**config.mk**
```make
export PLATFORM = sky130hd
export DESIGN_NAME = ring_buffer_pattern_search
export DESIGN_NICKNAME = d
export VERILOG_FILES = /design/src/hdl/rbps_pkg.sv /design/src/hdl/rbps_ctrl.sv /design/src/hdl/rbps_datapath.sv /design/src/hdl/ring_buffer_pattern_search.sv
export SDC_FILE = /design/constraint.sdc
export NUM_CORES = 2
export LEC_CHECK = 0
export BUFFER_PORTS_ARGS = -buffer_cell sky130_fd_sc_hd__buf_2
export CAP_MARGIN = 10
export CORE_MARGIN = 1.5
export CORE_UTILIZATION = 45
export DETAILED_ROUTE_END_ITERATION = 8
export GPL_ROUTABILITY_DRIVEN = 0
export SLEW_MARGIN = 10
export SYNTH_ARGS = -nofsm -noshare
export SYNTH_HDL_FRONTEND = slang
export SYNTH_SLANG_ARGS = --single-unit
```
**constraint.sdc**
```tcl
create_clock -name clk -period 5.2 [get_ports clk]
set_input_delay 1.04 -clock clk [delete_from_list [all_inputs] [get_ports clk]]
set_output_delay 1.04 -clock clk [all_outputs]
set_load 0.01 [all_outputs]
```
**src/hdl/rbps_pkg.sv**
```systemverilog
// Package for the ring buffer pattern search: field widths, command codes,
// default depths and the control/status structs between controller and datapath.
`default_nettype none

package rbps_pkg;

    // Default store depths.
    localparam int SRC_DEPTH_DEF = 256;
    localparam int PAT_DEPTH_DEF = 16;

    // Fixed field widths.
    localparam int CMD_W  = 2;
    localparam int ADDR_W = 8;
    localparam int BYTE_W = 8;
    localparam int PLEN_W = 5;
    localparam int POS_W  = 8;
    localparam int SIZE_W = 9;

    // Command codes.
    localparam logic [CMD_W-1:0] CMD_WR_SRC = 2'd0;
    localparam logic [CMD_W-1:0] CMD_WR_PAT = 2'd1;
    localparam logic [CMD_W-1:0] CMD_SEARCH = 2'd2;

    // Source size after reset.
    localparam logic [SIZE_W-1:0] SIZE_RESET = 9'd256;

    // Commands from the controller to the datapath.
    typedef struct packed {
        logic wr_src;
        logic wr_pat;
        logic start_search;
        logic adv_k;
        logic adv_start;
        logic set_result;
        logic res_found;
        logic load_out;
    } ctrl_cmd_t;

    // Status from the datapath to the controller.
    typedef struct packed {
        logic size_zero;
        logic len_zero;
        logic byte_match;
        logic k_last;
        logic start_last;
        logic out_free;
    } dp_status_t;

endpackage

`default_nettype wire

```
**src/hdl/rbps_ctrl.sv**
```systemverilog
// Controller state machine of the ring buffer pattern search.
// Depends on rbps_pkg for command codes and the control/status structs.
`default_nettype none

module rbps_ctrl (
    input  logic                       clk,
    input  logic                       rst_n,
    input  logic                       in_valid,
    input  logic [rbps_pkg::CMD_W-1:0] cmd,
    output logic                       in_stall,
    input  rbps_pkg::dp_status_t       status,
    output rbps_pkg::ctrl_cmd_t        ctrl
);
    import rbps_pkg::*;

    // State codes.
    localparam logic [2:0] ST_IDLE  = 3'd0;
    localparam logic [2:0] ST_CHECK = 3'd1;
    localparam logic [2:0] ST_RD    = 3'd2;
    localparam logic [2:0] ST_CMP   = 3'd3;
    localparam logic [2:0] ST_POST  = 3'd4;

    logic [2:0] state_reg;
    logic [2:0] state_next;

    // Input beats are taken only while idle.
    assign in_stall = (state_reg != ST_IDLE);

    // Next state and command decode.
    always_comb
    begin
        state_next = state_reg;
        ctrl       = '0;
        case (state_reg)
            ST_IDLE:
            begin
                if (in_valid)
                begin
                    case (cmd)
                        CMD_WR_SRC: ctrl.wr_src = 1'b1;
                        CMD_WR_PAT: ctrl.wr_pat = 1'b1;
                        CMD_SEARCH:
                        begin
                            ctrl.start_search = 1'b1;
                            state_next        = ST_CHECK;
                        end
                        default: ;
                    endcase
                end
            end
            ST_CHECK:
            begin
                // An empty buffer never matches; an empty pattern matches at start 0.
                if (status.size_zero)
                begin
                    ctrl.set_result = 1'b1;
                    state_next      = ST_POST;
                end
                else if (status.len_zero)
                begin
                    ctrl.set_result = 1'b1;
                    ctrl.res_found  = 1'b1;
                    state_next      = ST_POST;
                end
                else
                begin
                    state_next = ST_RD;
                end
            end
            ST_RD:
            begin
                state_next = ST_CMP;
            end
            ST_CMP:
            begin
                if (status.byte_match)
                begin
                    if (status.k_last)
                    begin
                        ctrl.set_result = 1'b1;
                        ctrl.res_found  = 1'b1;
                        state_next      = ST_POST;
                    end
                    else
                    begin
                        ctrl.adv_k = 1'b1;
                        state_next = ST_RD;
                    end
                end
                else if (status.start_last)
                begin
                    ctrl.set_result = 1'b1;
                    state_next      = ST_POST;
                end
                else
                begin
                    ctrl.adv_start = 1'b1;
                    state_next     = ST_RD;
                end
            end
            ST_POST:
            begin
                // Hand the result to the output register once it is free.
                if (status.out_free)
                begin
                    ctrl.load_out = 1'b1;
                    state_next    = ST_IDLE;
                end
            end
            default:
            begin
                state_next = ST_IDLE;
            end
        endcase
    end

    // State register.
    always_ff @(posedge clk or negedge rst_n)
    begin
        if (!rst_n)
        begin
            state_reg <= ST_IDLE;
        end
        else
        begin
            state_reg <= state_next;
        end
    end

endmodule

`default_nettype wire

```
**src/hdl/rbps_datapath.sv**
```systemverilog
// Datapath of the ring buffer pattern search: source and pattern memories,
// search counters, size register and output register. Depends on rbps_pkg.
`default_nettype none

module rbps_datapath #(
    parameter int SRC_DEPTH = rbps_pkg::SRC_DEPTH_DEF,
    parameter int PAT_DEPTH = rbps_pkg::PAT_DEPTH_DEF
) (
    input  logic                        clk,
    input  logic                        rst_n,
    input  logic                        cfg_valid,
    input  logic [rbps_pkg::SIZE_W-1:0] source_size,
    input  logic [rbps_pkg::ADDR_W-1:0] addr,
    input  logic [rbps_pkg::BYTE_W-1:0] data_byte,
    input  logic [rbps_pkg::PLEN_W-1:0] pattern_len,
    input  rbps_pkg::ctrl_cmd_t         ctrl,
    output rbps_pkg::dp_status_t        status,
    input  logic                        out_stall,
    output logic                        out_valid,
    output logic                        found,
    output logic [rbps_pkg::POS_W-1:0]  position
);
    import rbps_pkg::*;

    localparam int SA_W = $clog2(SRC_DEPTH);
    localparam int PA_W = (PAT_DEPTH > 1) ? $clog2(PAT_DEPTH) : 1;
    localparam int CW   = ((SA_W > SIZE_W) ? SA_W : SIZE_W) + 1;
    localparam int KW   = (PA_W > PLEN_W) ? PA_W : PLEN_W;
    localparam int LCW  = KW + 2;
    localparam logic [CW-1:0]  SRC_DEPTH_C = CW'(SRC_DEPTH);
    localparam logic [CW-1:0]  PAT_DEPTH_C = CW'(PAT_DEPTH);
    localparam logic [LCW-1:0] PAT_LEN_MAX = LCW'(PAT_DEPTH);

    // Memories and their registered read data.
    logic [BYTE_W-1:0] src_mem [SRC_DEPTH];
    logic [BYTE_W-1:0] pat_mem [PAT_DEPTH];
    logic [BYTE_W-1:0] src_rd_reg;
    logic [BYTE_W-1:0] pat_rd_reg;

    // Registers.
    logic [SIZE_W-1:0] size_cfg_reg,  size_cfg_next;
    logic [SIZE_W-1:0] size_reg,      size_next;
    logic [PLEN_W-1:0] len_reg,       len_next;
    logic [SA_W-1:0]   start_reg,     start_next;
    logic [SA_W-1:0]   pos_reg,       pos_next;
    logic [KW-1:0]     k_reg,         k_next;
    logic              res_found_reg, res_found_next;
    logic [POS_W-1:0]  res_pos_reg,   res_pos_next;
    logic              out_valid_reg, out_valid_next;
    logic              found_reg,     found_next;
    logic [POS_W-1:0]  position_reg,  position_next;

    // Working values.
    logic [CW-1:0]     addr_ext;
    logic              src_wr_ok;
    logic              pat_wr_ok;
    logic [CW-1:0]     cfg_ext;
    logic [SIZE_W-1:0] size_clamp;
    logic [LCW-1:0]    plen_ext;
    logic [PLEN_W-1:0] len_clamp;
    logic [CW-1:0]     size_ext;
    logic [CW-1:0]     start_ext;
    logic [CW-1:0]     start_inc;
    logic [CW-1:0]     pos_inc;
    logic [SA_W-1:0]   pos_wrap;
    logic [KW:0]       k_inc;

    // Address range checks and clamping of size and length.
    always_comb
    begin
        addr_ext   = CW'(addr);
        src_wr_ok  = (addr_ext < SRC_DEPTH_C);
        pat_wr_ok  = (addr_ext < PAT_DEPTH_C);
        cfg_ext    = CW'(size_cfg_reg);
        size_clamp = (cfg_ext > SRC_DEPTH_C) ? SIZE_W'(SRC_DEPTH_C) : size_cfg_reg;
        plen_ext   = LCW'(pattern_len);
        len_clamp  = (plen_ext > PAT_LEN_MAX) ? PLEN_W'(PAT_LEN_MAX) : pattern_len;
    end

    // Counter arithmetic; the source index wraps at the clamped size.
    always_comb
    begin
        size_ext  = CW'(size_reg);
        start_ext = CW'(start_reg);
        start_inc = start_ext + CW'(1);
        pos_inc   = CW'(pos_reg) + CW'(1);
        pos_wrap  = (pos_inc >= size_ext) ? '0 : pos_inc[SA_W-1:0];
        k_inc     = (KW + 1)'(k_reg) + (KW + 1)'(1);
    end

    // Status toward the controller.
    always_comb
    begin
        status.size_zero  = (size_reg == '0);
        status.len_zero   = (len_reg == '0);
        status.byte_match = (src_rd_reg == pat_rd_reg);
        status.k_last     = (k_inc == (KW + 1)'(len_reg));
        status.start_last = (start_inc >= size_ext);
        status.out_free   = !out_valid_reg || !out_stall;
    end

    // Next values of the search registers.
    always_comb
    begin
        size_cfg_next  = cfg_valid ? source_size : size_cfg_reg;
        size_next      = size_reg;
        len_next       = len_reg;
        start_next     = start_reg;
        pos_next       = pos_reg;
        k_next         = k_reg;
        res_found_next = res_found_reg;
        res_pos_next   = res_pos_reg;
        if (ctrl.start_search)
        begin
            size_next  = size_clamp;
            len_next   = len_clamp;
            start_next = '0;
            pos_next   = '0;
            k_next     = '0;
        end
        if (ctrl.adv_k)
        begin
            k_next   = k_inc[KW-1:0];
            pos_next = pos_wrap;
        end
        if (ctrl.adv_start)
        begin
            // The next start is below the size, so it needs no wrap.
            start_next = start_inc[SA_W-1:0];
            pos_next   = start_inc[SA_W-1:0];
            k_next     = '0;
        end
        if (ctrl.set_result)
        begin
            res_found_next = ctrl.res_found;
            res_pos_next   = ctrl.res_found ? start_ext[POS_W-1:0] : '0;
        end
    end

    // Next values of the output register.
    always_comb
    begin
        out_valid_next = out_valid_reg;
        found_next     = found_reg;
        position_next  = position_reg;
        if (ctrl.load_out)
        begin
            out_valid_next = 1'b1;
            found_next     = res_found_reg;
            position_next  = res_pos_reg;
        end
        else if (out_valid_reg && !out_stall)
        begin
            out_valid_next = 1'b0;
        end
    end

    // Control registers.
    always_ff @(posedge clk or negedge rst_n)
    begin
        if (!rst_n)
        begin
            size_cfg_reg  <= SIZE_RESET;
            out_valid_reg <= 1'b0;
        end
        else
        begin
            size_cfg_reg  <= size_cfg_next;
            out_valid_reg <= out_valid_next;
        end
    end

    // Payload registers.
    always_ff @(posedge clk)
    begin
        size_reg      <= size_next;
        len_reg       <= len_next;
        start_reg     <= start_next;
        pos_reg       <= pos_next;
        k_reg         <= k_next;
        res_found_reg <= res_found_next;
        res_pos_reg   <= res_pos_next;
        found_reg     <= found_next;
        position_reg  <= position_next;
    end

    // Source memory: one write port, one registered read port.
    always_ff @(posedge clk)
    begin
        if (ctrl.wr_src && src_wr_ok)
        begin
            src_mem[addr_ext[SA_W-1:0]] <= data_byte;
        end
        src_rd_reg <= src_mem[pos_reg];
    end

    // Pattern memory: one write port, one registered read port.
    always_ff @(posedge clk)
    begin
        if (ctrl.wr_pat && pat_wr_ok)
        begin
            pat_mem[addr_ext[PA_W-1:0]] <= data_byte;
        end
        pat_rd_reg <= pat_mem[k_reg[PA_W-1:0]];
    end

    assign out_valid = out_valid_reg;
    assign found     = found_reg;
    assign position  = position_reg;

endmodule

`default_nettype wire

```
**src/hdl/ring_buffer_pattern_search.sv**
```systemverilog
// Ring buffer pattern search, top level; joins rbps_ctrl and rbps_datapath and
// depends on rbps_pkg. Write beats (source byte or pattern byte) are taken
// without stalling the input. A search beat holds the input stalled while it
// makes C byte compares, where C is at most min(source_size, SRC_DEPTH) times
// min(pattern_len, PAT_DEPTH); each compare takes a memory read state and a
// compare state on the single registered read port of each store. The stall
// grows by every cycle that the previous result still waits in the output
// register once the walk is done. The result sits in an output register, so
// a write beat may be taken while it waits.
// The source_size register is taken on any cfg beat and applies to the next search.
`default_nettype none

module ring_buffer_pattern_search #(
    parameter int SRC_DEPTH = rbps_pkg::SRC_DEPTH_DEF,
    parameter int PAT_DEPTH = rbps_pkg::PAT_DEPTH_DEF
) (
    input  logic                        clk,
    input  logic                        rst_n,
    input  logic                        cfg_valid,
    output logic                        cfg_ready,
    input  logic [rbps_pkg::SIZE_W-1:0] source_size,
    input  logic                        in_valid,
    output logic                        in_stall,
    input  logic [rbps_pkg::CMD_W-1:0]  cmd,
    input  logic [rbps_pkg::ADDR_W-1:0] addr,
    input  logic [rbps_pkg::BYTE_W-1:0] data_byte,
    input  logic [rbps_pkg::PLEN_W-1:0] pattern_len,
    output logic                        out_valid,
    input  logic                        out_stall,
    output logic                        found,
    output logic [rbps_pkg::POS_W-1:0]  position
);
    import rbps_pkg::*;

    ctrl_cmd_t  ctrl;
    dp_status_t status;

    // The size register accepts a write in any cycle.
    assign cfg_ready = 1'b1;

    // Controller.
    rbps_ctrl u_ctrl (
        .clk      (clk),
        .rst_n    (rst_n),
        .in_valid (in_valid),
        .cmd      (cmd),
        .in_stall (in_stall),
        .status   (status),
        .ctrl     (ctrl)
    );

    // Datapath.
    rbps_datapath #(
        .SRC_DEPTH (SRC_DEPTH),
        .PAT_DEPTH (PAT_DEPTH)
    ) u_datapath (
        .clk         (clk),
        .rst_n       (rst_n),
        .cfg_valid   (cfg_valid),
        .source_size (source_size),
        .addr        (addr),
        .data_byte   (data_byte),
        .pattern_len (pattern_len),
        .ctrl        (ctrl),
        .status      (status),
        .out_stall   (out_stall),
        .out_valid   (out_valid),
        .found       (found),
        .position    (position)
    );

endmodule

`default_nettype wire

```
* Yosys cells after proc, flatten, opt, wreduce, memory -nomap -nowiden *
Memories as Yosys holds them, arrays and structs flattened. A register that Yosys moved wholly into a read port is not among the register bits.
Index checks and enable logic that the tools add are counted.

storage, ports and cells
  input bits = 37
  output and inout bits = 12
  memories kept = 2
  memory bits (writable) = 2,176
  register bits = 66
  word-level logic and storage cells = 90

memories
  name                words  width  rd ports  clocked after Yosys merged registers in  wr ports  line                 source
  u_datapath.src_mem  256    8      1         1                                        1         rbps_datapath.sv:35  logic [BYTE_W-1:0] src_mem [SRC_DEPTH];
  u_datapath.pat_mem  16     8      1         1                                        1         rbps_datapath.sv:36  logic [BYTE_W-1:0] pat_mem [PAT_DEPTH];

operators by class
  order comparisons = 5
  add/sub/neg operators = 3
  reduce and logical (&&, ||, !) cells = 15
  equality and inequality tests = 11
  multiplexer cells = 42

operators with widths
  cell                                                                           count
  8-bit 2-to-1 mux                                                               5
  3-bit 2-to-1 mux                                                               10
  10-bit by 9-bit greater-or-equal comparator with 1-bit output                  2
  1-bit 2-to-1 mux                                                               20
  8-bit by 1-bit adder with 9-bit output (second input constant)                 2
  3-bit one-hot mux with 5 select lines                                          1
  5-bit 2-to-1 mux                                                               2
  9-bit > comparator (second input constant)                                     1
  9-bit logical NOT                                                              1
  8-bit equality test                                                            1
  8-bit by 5-bit less-than comparator with 1-bit output (second input constant)  1
  5-bit by 1-bit adder with 6-bit output (second input constant)                 1
  3-bit by 2-bit equality test with 1-bit output (second input constant)         2
  6-bit by 5-bit equality test with 1-bit output                                 1
  2-bit 2-to-1 mux                                                               3
  2-bit != test (second input constant)                                          3
  2-bit nonzero test                                                             3
  3-bit nonzero test                                                             2
  5-bit > comparator (second input constant)                                     1
  5-bit logical NOT                                                              1
  2-bit one-hot mux with 2 select lines                                          1
  3-bit by 1-bit equality test with 1-bit output (second input constant)         1
  3-bit equality test (second input constant)                                    1
  3-bit logical NOT                                                              1
  7 further kinds                                                                9

* Depth between registers and ports, before layout *
  depth after elaboration = 7
  depth in mapped cells = 14
  gate-level depth less buffers = 11

* By module *
Synthesis repeated with hierarchy kept, for this count alone.

second synthesis, totals
  cells, all modules = 4,579
  area total of the unflattened synthesis = 88,901.5 um^2

modules (own cells, without submodules)
  module                      cells an instance  times used  area each (um^2)
  rbps_datapath               4,546              1           88,596.2
  rbps_ctrl                   31                 1           294.0
  ring_buffer_pattern_search  2                  1           11.3

* Worst setup path before layout *
Ideal clock, no wire load.

  path type = reg-to-reg
  start = reg u_datapath.start_reg[0]
  end = reg u_datapath.pos_reg[0] (enable)
  arrival = 2.598 ns
  cell stages (with the launch flop) = 13
  path slack = 2.265 ns
  period minus slack after synthesis = 2.935 ns
  setup time = 0.337 ns
  path buffers = 1
  cell sequence = edfxtp_1 -> ha_1 -> nand3_1 -> nor2_1 -> and3_1 -> ha_1 -> and3_1 -> a221oi_1 -> o21ai_0 -> a21oi_1 -> nand3_1 -> clkbuf_1 -> nand3_1

on the way
  longest elaborated chain between the ends = 6

RTL lines
  item                                                           line                  source
  start, declared                                                rbps_datapath.sv:44   logic [SA_W-1:0] start_reg, start_next;
  start signal, assigned                                         rbps_datapath.sv:178  start_reg <= start_next;
  8-bit by 1-bit adder with 9-bit output                         rbps_datapath.sv:85   start_inc = start_ext + CW'(1);
  10-bit by 9-bit greater-or-equal comparator with 1-bit output  rbps_datapath.sv:98   status.start_last = (start_inc >= size_ext);
  1-bit 2-to-1 mux                                               rbps_ctrl.sv:90       else if (status.start_last)
  1-bit 2-to-1 mux                                               rbps_ctrl.sv:76       if (status.byte_match)
  2-bit 2-to-1 mux                                               rbps_ctrl.sv:34       case (state_reg)
  3-bit nonzero test (no line)                                   n/a
  end signal, assigned                                           rbps_datapath.sv:179  pos_reg <= pos_next;
  end, declared                                                  rbps_datapath.sv:45   logic [SA_W-1:0] pos_reg, pos_next;

No other way between the ends.
A chain may end at the register's enable or synchronous reset.

* Final worst setup path *
  start = reg u_ctrl.state_reg[1]
  end = mem u_datapath.src_mem[246][4] (enable)

on the way
  longest elaborated chain between the ends = 4

RTL lines
  item                                    line                  source
  start, declared                         rbps_ctrl.sv:23       logic [2:0] state_reg;
  start signal, assigned                  rbps_ctrl.sv:126      state_reg <= state_next;
  3-bit logical NOT                       rbps_ctrl.sv:34
  3-bit 2-to-1 mux                        rbps_ctrl.sv:34
  1-bit 2-to-1 mux                        rbps_datapath.sv:190  if (ctrl.wr_src && src_wr_ok)
  1-bit 2-to-1 mux (not written as such)  rbps_datapath.sv:192  src_mem[addr_ext[SA_W-1:0]] <= data_byte;
  end, declared                           rbps_datapath.sv:35

No other way between the ends.

==> flow_metrics.tcl <==
set metrics [dict create \
    cp-start-kind "register" \
    finClkSkew_ns 0.0485 \
    drc 0 \
    hpwl_um 138000 \
    routed-via-count 43400 \
    p_leak_nw 31.0 \
    rows 161 \
    hp-start "source_size[6]" \
    instances_no_fill 7207 \
    peakVddDrop_v 0.000314 \
    ioPinCount 49 \
    maxCapViolCount 0 \
    synth_cell_types 68 \
    critical-path-slowest-cell "nor2_1" \
    synth_warnings 0 \
    post_cts_buffers 0 \
    whs_path_depth 2 \
    grt_max_degree 133 \
    clk_path_buf_depth 3 \
    drtAntennaViolNets 0 \
    worst_pin_slew_ns 1.27 \
    hold_end "u_datapath.size_cfg_reg[6]" \
    required_ns 5.67 \
    min_period_ns 4.29 \
    status "complete, no violations" \
    syn_avg_cell_area_um2 20.7 \
    final_cell_mix "edfxtp_1 (2224), mux4_2 (481), nor2_1 (301)" \
    grt_first_pass_wirelength_um 320000 \
    fin_nets 4560 \
    drive_gt1_frac 0.251 \
    critical_path_class "reg -> reg" \
    grt_antenna_before_repair 12 \
    path_cells "or3_1 > nor4b_1 > and3_1 > nand3_1 > nor2_1" \
    crit_arrival_ns 4.76 \
    critPathMaxFanout 16 \
    dr.first_iter.drc_count 5336 \
    setup_viol 0 \
    cts-buffers-inserted 220 \
    ys_async_sr_fraction 0.00576 \
    grt-ovfl-total 0 \
    post_cts_resized 0 \
    area_delta_synth_final_pct 13.0 \
    coreArea_mm2 0.193 \
    wire_per_inst_um 31.0 \
    dieArea_mm2 0.198 \
    synth_cells 4234 \
    endpoint_kind "register" \
    hold_violations 0 \
    reg2reg_depth 5 \
    final.period_utilization 0.826 \
    r2r_slack_ns 0.91 \
    largest_register_ffs 2048 \
    grt_pass1_vias 43500 \
    io_buffers 47 \
    final_common_cell "edfxtp_1" \
    wl_um 223000 \
    power_density_mw_per_mm2 475 \
    start_util 0.454 \
    p_total_mw 47.1 \
    h-tree-depth 4 \
    grt_setup_unrepaired "no" \
    synthFlopType "edfxtp_1" \
    cts-root-buf "clkbuf_16" \
    critPathMaxStageDelay_ns 0.85 \
    synth-seq-cells 2258 \
    viasPerCell 6.03 \
    drv_slew 0 \
    fillCellCount 15200 \
    worst_skew_pair.late_latency_ns 0.87 \
    die_x_um 445 \
    die_h_um 445 \
    cts_tree "done" \
    cts_sinks 2258 \
    synth_area_mm2 0.0877 \
    ys_seq_area_frac 0.770 \
    synth_edf_count 2224 \
    clock.fmax_mhz 233 \
    syn-num-nets 4292 \
    drt-pass1-iter-count 5 \
    r2r_end "u_datapath.src_mem[246][4]" \
    setup_tns_ns 0 \
    grt.total_usage 0.226 \
    dpl.cell_count 6805 \
    r2r_start "u_ctrl.state_reg[1]" \
    hold_class "in -> reg" \
    slew_headroom 0.152 \
    clk_pin_slew_ns 0.06 \
]
synth_stat cells, drive strengths merged (8+ instances only):
| library cell | n | area share |
|---|---|---|
| edfxtp | 2224 | 0.76 |
| mux4 | 481 | 0.12 |
| nor2 | 302 | 0.013 |
| a22oi | 171 | 0.015 |
| buf | 136 | 0.0099 |
| clkbuf | 113 | 0.0049 |
| mux2i | 107 | 0.012 |
| nand2 | 98 | 0.0042 |
| mux2 | 68 | 0.0087 |
| nand3 | 48 | 0.0027 |
| a21oi | 45 | 0.0026 |
| o21ai | 34 | 0.0019 |
| o22ai | 30 | 0.0021 |
| nor2b | 29 | 0.0021 |
| nand4 | 25 | 0.0018 |
| o211ai | 25 | 0.0021 |
| a22o | 23 | 0.0023 |
| inv | 23 | 0.00098 |
| dfxtp | 21 | 0.0048 |
| ha | 21 | 0.0030 |
| xnor2 | 19 | 0.0019 |
| nor3 | 17 | 0.00097 |
| a221oi | 15 | 0.0015 |
| and2 | 14 | 0.0010 |
| o2111ai | 14 | 0.0014 |
| dfrtp | 12 | 0.0034 |
| a31oi | 10 | 0.00071 |
| and3 | 10 | 0.00071 |
| nand2b | 9 | 0.00064 |
| xor2 | 8 | 0.00080 |
how the worst max path moves through the flow:
stage	start	end	depth (start not counted)	slack (ns)
6_report	u_ctrl.state_reg[1]	u_datapath.src_mem[246][4]	5	0.91
5_1_grt	u_ctrl.state_reg[1]	u_datapath.src_mem[246][4]	5	0.72
4_1_cts	u_ctrl.state_reg[1]	u_datapath.src_mem[246][4]	5	0.93
3_5_place_dp	cmd[1]	u_datapath.src_mem[246][7]	5	0.91
3_3_place_gp	cmd[1]	u_datapath.src_mem[245][1]	5	0.95
2_1_floorplan	u_datapath.start_reg[0]	u_datapath.pos_reg[0]	12	2.27
per-layer routing:
layer / share of wire / global-route usage / up-vias
met5: 0.00014 / 0 / -
met3: 0.069 / 0.0336 / 284
met1: 0.43 / 0.330 / 23300
met4: 0.025 / 0.0631 / 4
li1: - / - / 18100
met2: 0.48 / 0.356 / 1755
worst max-delay path, delay by kind of cell, from the launching register on:
family | cells | cell delay, ns
AND/OR/NAND/NOR | 5 | 3.43
flip-flops | 1 | 0.45
where the power goes:
group / switching (mW) / internal (mW) / total, mW
clock: 6.79 / 8.51 / 15.3
combinational: 6.76 / 4.65 / 11.4
sequential: 0.235 / 20.2 / 20.4
through the flow:
stage / setup WS, ns / area, µm² / hold slack, ns / util
2_1_floorplan: 2.27 / 87700 / 0.400 / -
4_1_cts: 0.930 / 99100 / 0.340 / 0.513
3_3_place_gp: 0.952 / 92300 / 0.407 / 0.478
3_5_place_dp: 0.906 / 92300 / 0.414 / 0.478
5_1_grt: 0.715 / 99100 / 0.377 / 0.513
6_report: 0.907 / 99100 / 0.416 / 0.513
cells by family (layout without fill, tap and decap cells):
kind of cell	Yosys count	in the layout	synth area share
compound gates	409	409	0.0335
simple gates	590	590	0.0308
buf+inv	272	716	0.0158
xor+xnor	27	27	0.00270
mux	656	656	0.144
other cells	1	4	0.0000427
fa+ha+maj	21	21	0.00299
flops	2258	2258	0.770
cell type report:
class,count,area [µm²],area share
Timing Repair Buffer,295,2520,0.0254
Clock buffer,284,5800,0.0585
Sequential cell,2258,67500,0.681
Tap cell,2526,3160,0.0319
Inverter,23,86.3,0.000871
Antenna cell,3,7.51,0.0000757
Multi-Input combinational cell,1704,19000,0.191
Clock inverter,114,1060,0.0107
what timing repair did:
| action | 4_1_cts | 5_1_grt |
|---|---|---|
| endpoints found under the setup margin | 0 | 0 |
| hold endpoints to repair | 1 | 0 |
| hold buffers | 1 | 0 |
No activity file was read; power rests on OpenSTA's default activity.
